[config.mk]
export PLATFORM = sky130hd
export DESIGN_NAME = slt_ctrl
export DESIGN_NICKNAME = d
export VERILOG_FILES = /design/src/hw/rtl/slt_pkg.sv /design/src/hw/rtl/slt_ctrl.sv
export SDC_FILE = /design/constraint.sdc
export NUM_CORES = 1
export LEC_CHECK = 0
export ABC_AREA = 1
export BUFFER_PORTS_ARGS = -buffer_cell sky130_fd_sc_hd__buf_4
export CAP_MARGIN = 30
export CELL_PAD_IN_SITES_DETAIL_PLACEMENT = 0
export CELL_PAD_IN_SITES_GLOBAL_PLACEMENT = 1
export CORE_MARGIN = 2
export CORE_UTILIZATION = 22
export DETAILED_ROUTE_END_ITERATION = 10
export PLACE_DENSITY = 0.75
export SETUP_SLACK_MARGIN = 0.3
export SYNTH_ARGS = -nofsm -noshare
export SYNTH_HDL_FRONTEND = slang
export SYNTH_SLANG_ARGS = --single-unit
[constraint.sdc]
create_clock -name clk -period 1.3 [get_ports clk]
set_input_delay 0.195 -clock clk [delete_from_list [all_inputs] [get_ports clk]]
set_output_delay 0.195 -clock clk [all_outputs]
set_load 0.01 [all_outputs]
[src/hw/rtl/slt_pkg.sv]
// Shared types and codes for the sorted list table.
// Used by the controller, the datapath, the top level and the checker.
package slt_pkg;

  localparam int POS_W = 6;
  localparam int PORT_VALUE_W = 32;

  typedef enum logic [1:0] {
    MODE_INSERT = 2'd0,
    MODE_APPEND = 2'd1,
    MODE_DELETE = 2'd2,
    MODE_READ   = 2'd3
  } mode_t;

  typedef enum logic [1:0] {
    STAT_DONE      = 2'd0,
    STAT_FULL      = 2'd1,
    STAT_NOT_FOUND = 2'd2,
    STAT_EMPTY     = 2'd3
  } stat_t;

  typedef enum logic [2:0] {
    ST_IDLE,
    ST_CMP,
    ST_FIND,
    ST_APPLY,
    ST_READ
  } state_t;

  // controller -> datapath
  typedef struct packed {
    logic  capture;
    logic  compare;
    logic  find;
    logic  insert;
    logic  remove;
    logic  rotate;
    logic  rd_clear;
    logic  rd_step;
    logic  emit;
    stat_t stat;
    logic  sel_entry;
    logic  zero_val;
    logic  zero_pos;
    logic  last;
  } dp_cmd_t;

  // datapath -> controller
  typedef struct packed {
    mode_t mode;
    logic  full;
    logic  empty;
    logic  found;
    logic  out_free;
    logic  rd_last;
  } dp_status_t;

endpackage

[src/hw/rtl/slt_ctrl.sv]
// Controller state machine of the sorted list table.
// Depends on slt_pkg for the state, mode and command types.
module slt_ctrl (
  input  logic                clk,
  input  logic                rst,
  input  logic                in_valid,
  output logic                in_stall,
  input  slt_pkg::dp_status_t st,
  output slt_pkg::dp_cmd_t    cmd
);
  import slt_pkg::*;

  state_t state, state_next;

  always_ff @(posedge clk) begin
    if (rst) begin
      state <= ST_IDLE;
    end else begin
      state <= state_next;
    end
  end

  always_comb begin
    state_next = state;
    unique case (state)
      ST_IDLE: begin
        if (in_valid) state_next = ST_CMP;
      end
      ST_CMP:  state_next = ST_FIND;
      ST_FIND: state_next = ST_APPLY;
      ST_APPLY: begin
        if (st.out_free) begin
          if (st.mode == MODE_READ && !st.empty) state_next = ST_READ;
          else state_next = ST_IDLE;
        end
      end
      ST_READ: begin
        if (st.out_free && st.rd_last) state_next = ST_IDLE;
      end
      default: state_next = ST_IDLE;
    endcase
  end

  always_comb begin
    cmd      = '0;
    cmd.stat = STAT_DONE;
    in_stall = (state != ST_IDLE);
    unique case (state)
      ST_IDLE: cmd.capture = in_valid;
      ST_CMP:  cmd.compare = 1'b1;
      ST_FIND: cmd.find = 1'b1;
      ST_APPLY: begin
        if (st.out_free) begin
          cmd.emit = 1'b1;
          cmd.last = 1'b1;
          unique case (st.mode)
            MODE_INSERT, MODE_APPEND: begin
              if (st.full) begin
                cmd.stat     = STAT_FULL;
                cmd.zero_pos = 1'b1;
              end else begin
                cmd.insert = 1'b1;
              end
            end
            MODE_DELETE: begin
              if (st.found) begin
                cmd.remove = 1'b1;
              end else begin
                cmd.stat     = STAT_NOT_FOUND;
                cmd.zero_pos = 1'b1;
              end
            end
            MODE_READ: begin
              if (st.empty) begin
                cmd.stat     = STAT_EMPTY;
                cmd.zero_val = 1'b1;
                cmd.zero_pos = 1'b1;
              end else begin
                // no beat here; the read state sends every entry
                cmd.emit     = 1'b0;
                cmd.rd_clear = 1'b1;
              end
            end
            default: cmd.emit = 1'b0;
          endcase
        end
      end
      ST_READ: begin
        if (st.out_free) begin
          cmd.emit      = 1'b1;
          cmd.sel_entry = 1'b1;
          cmd.rotate    = 1'b1;
          cmd.rd_step   = 1'b1;
          cmd.last      = st.rd_last;
        end
      end
      default: cmd.emit = 1'b0;
    endcase
  end

endmodule

==> run summary <==
status - complete, but fails checks
failing checks - negative setup slack
Filler cells - 130
Biggest register - state
DR top layer - met3
via count - 458
Slew HR - 0.794
Reg2Reg Capture Point - state[0]
biggest regs - state: 3 flops
final setup TNS - -591 ps
WL final - 1210 um
DIE WIDTH - 42.8 um
clk sinks - 3
Cell Pwr Density - 744 nW/um2
Num CTS Buffers - 3
leading area contributor after synthesis - dfxtp_1
final worst path period share - 1.08
ant diodes - 0
final setup violation count - 12
clk_skew - 1.00 ps
initial drt markers - 4
nets@finish - 99
worst slew pin tran - 307 ps
Clock Tree Buf Depth - 2
Main synth FF type - dfxtp_1
Commonest cells post-synth - 9 x inv_1, 8 x nor2_1, 6 x nand2_1, 6 x nand3_1, 3 x dfxtp_1
GRT Util Overall - 0.128
number of buffers and inverters on the critical path - 5
die height - 42.8 um
post-DR wirelength/cell - 11.8 um
register area share after synthesis - 0.182
Max FO, Critical Path - 3
fraction of registers with async set/reset - 0
Largest register FFs - 3
Min-Delay Endpoint - state[2]
CTS tree - built
Pre-antenna DRT Iters - 4
RSZ-0062 raised after global routing - true
Initial Util - 0.245
Ports - 26
Final Util - 0.538
Data required, critical path - 1110 ps
met3 wire length - 27 um
Fin. Hold Viols - 0
startpoint types - flop
largest net degree at the start of global routing - 7
slowest CP cell - dfxtp_2
EDFF count, synth - 0
arrival time at the worst endpoint - 1210 ps
Vias/cell - 4.45
Worst-path clk slew - 40 ps
Leak - 0.362 nW
Max Slew Vio Count - 0
Fmax achieved - 0.713 GHz
worst hold slack - 134 ps
hold path start - rst
max cap viols - 0
Final WS setup - -103 ps
Reg2Reg Setup Slack - -60 ps
post-synth cell types - 18
crit-path max cell delay - 330 ps
Critical Path, Cell by Cell - buf_6 -> buf_6 -> nor2_4 -> buf_6 -> nand2_4 -> inv_2 -> buf_6
DRC errors left - 0
clk_lat worst skew - 230 ps
R2R depth - 10
Setup crit end kind - primary output
Final GP Congestion - 0.711
Core ar. - 1350 um2
htree depth - 1
post-synthesis cell count - 52
met2 routed WL - 693 um
Max VDD drop - 373 uV
top-count cell post-synth - inv_1
multi-input logic area - 298 um2
HPWL Detailed - 747 um
layout cells sized above 1 - 0.739
Antenna Nets Post-Route - 0
row count - 13
Mean Syn Cell Area - 6.35 um2
number of port buffers - 25
cell family with most CP delay - buffers and inverters
hold depth - 2
Synth Register Bits - 3
CP dominant cell by count - buf_6
yosys warns - 0
Period minus WS final - 1400 ps
Die ar. - 1830 um2
CP Class - reg -> out
Reg2Reg Launch Point - state[0]
Hold Crit Class - in -> reg
Area contributors post-synth - dfxtp_1 18%, inv_1 10%, nand3_1 9.1%, nor2_1 9.1%, nand2_1 6.8%
first-pass GRT wire length - 1780 um
Root Driver - clkbuf_4
Area Growth Syn to Fin - 120%
initial antenna violation count - 0
Overflow after GRT - 0
top-area cell type share of the netlist area - 0.182
vias in the first global route - 421
DP Worst Slack - 143 ps
Net Count, Synth - 62
mapped cell area - 330 um2
met1 WL - 492 um
Storage cell area - 68.8 um2
-- placed cells by master, fill, tap and decap left out --
cell type / instances
nand3_1: 4
nand2_2: 4
nor2_4: 3
clkbuf_1: 1
nor3_1: 1
nand2_1: 3
nand2_4: 2
inv_2: 2
nor3_4: 1
o21ai_2: 1
a21oi_2: 2
a31oi_1: 1
a211oi_4: 1
nand3_2: 2
inv_4: 1
dfxtp_2: 1
inv_1: 6
nor2_2: 4
nor2_1: 4
nor4_4: 1
nand3b_1: 2
buf_6: 6
nor3_2: 1
buf_4: 28
clkbuf_4: 3
o21ai_1: 1
dfxtp_4: 2
-- layout make-up --
class	count	share of cell area
inverters	9	0.0500
well taps	15	0.0259
flip-flops and latches	3	0.0948
clock buffers	4	0.0362
multi-input cells	38	0.410
repair buffers	34	0.383
-- worst max-delay path by stage --
stage	startpoint	end	slack (ps)	cells past startpoint
6_report	state[0]	cmd[12]	-100	7
5_1_grt	state[0]	cmd[12]	-160	7
4_1_cts	state[1]	cmd[4]	-90	5
3_5_place_dp	state[0]	cmd[4]	140	5
3_3_place_gp	state[0]	cmd[4]	140	5
2_1_floorplan	state[0]	cmd[7]	250	4
-- metal layers --
layer | vias up | GRT usage
li1 | 240 | -
met1 | 210 | 0.152
met2 | 8 | 0.227
met3 | 0 | 0.0128
met4 | 0 | 0.0563
met5 | - | 0
-- worst register-to-register path: stages, from the launching register on --
cell and delay [ps]:
dfxtp_2 350, buf_6 110, buf_6 90, nor2_4 40, buf_6 120, buf_4 120
buf_4 130, nand3_2 60, nand3_1 70, nor2_1 120, nor2_2 40
-- through the flow --
| step | std cells | power, mW | instance area [um2] |
|---|---|---|---|
| finish | 103 | 0.540 | 726 |
| global route | 103 | 0.581 | 726 |
| CTS | 100 | 0.498 | 669 |
| detailed placement | 90 | 0.274 | 561 |
| global placement | 90 | 0.275 | 561 |
| floorplan | 52 | 0.198 | 373 |
-- what timing repair did --
action | CTS | global route
endpoints found under the setup margin | 16 | 19
hold buffers | 0 | 0
setup buffers | 6 | 3
cloned | 0 | 0
gates resized for setup | 13 | 13
hold endpoints to repair | 0 | 0
pin swaps | 8 | 5
-- where the power goes --
| group | internal [mW] | switching, mW | total [mW] |
|---|---|---|---|
| Clock | 0.115 | 0.0445 | 0.159 |
| Combinational | 0.138 | 0.130 | 0.269 |
| Sequential | 0.102 | 0.0107 | 0.112 |
| Total | 0.354 | 0.186 | 0.540 |
-- cells by family (layout without fill, tap and decap cells) --
family | after synthesis | count (layout) | synth area share
compound gates | 6 | 6 | 0.117
simple gates | 32 | 32 | 0.553
buf+inv | 11 | 47 | 0.148
flops | 3 | 3 | 0.182
Note: power is estimated with default switching activity, not from simulation.
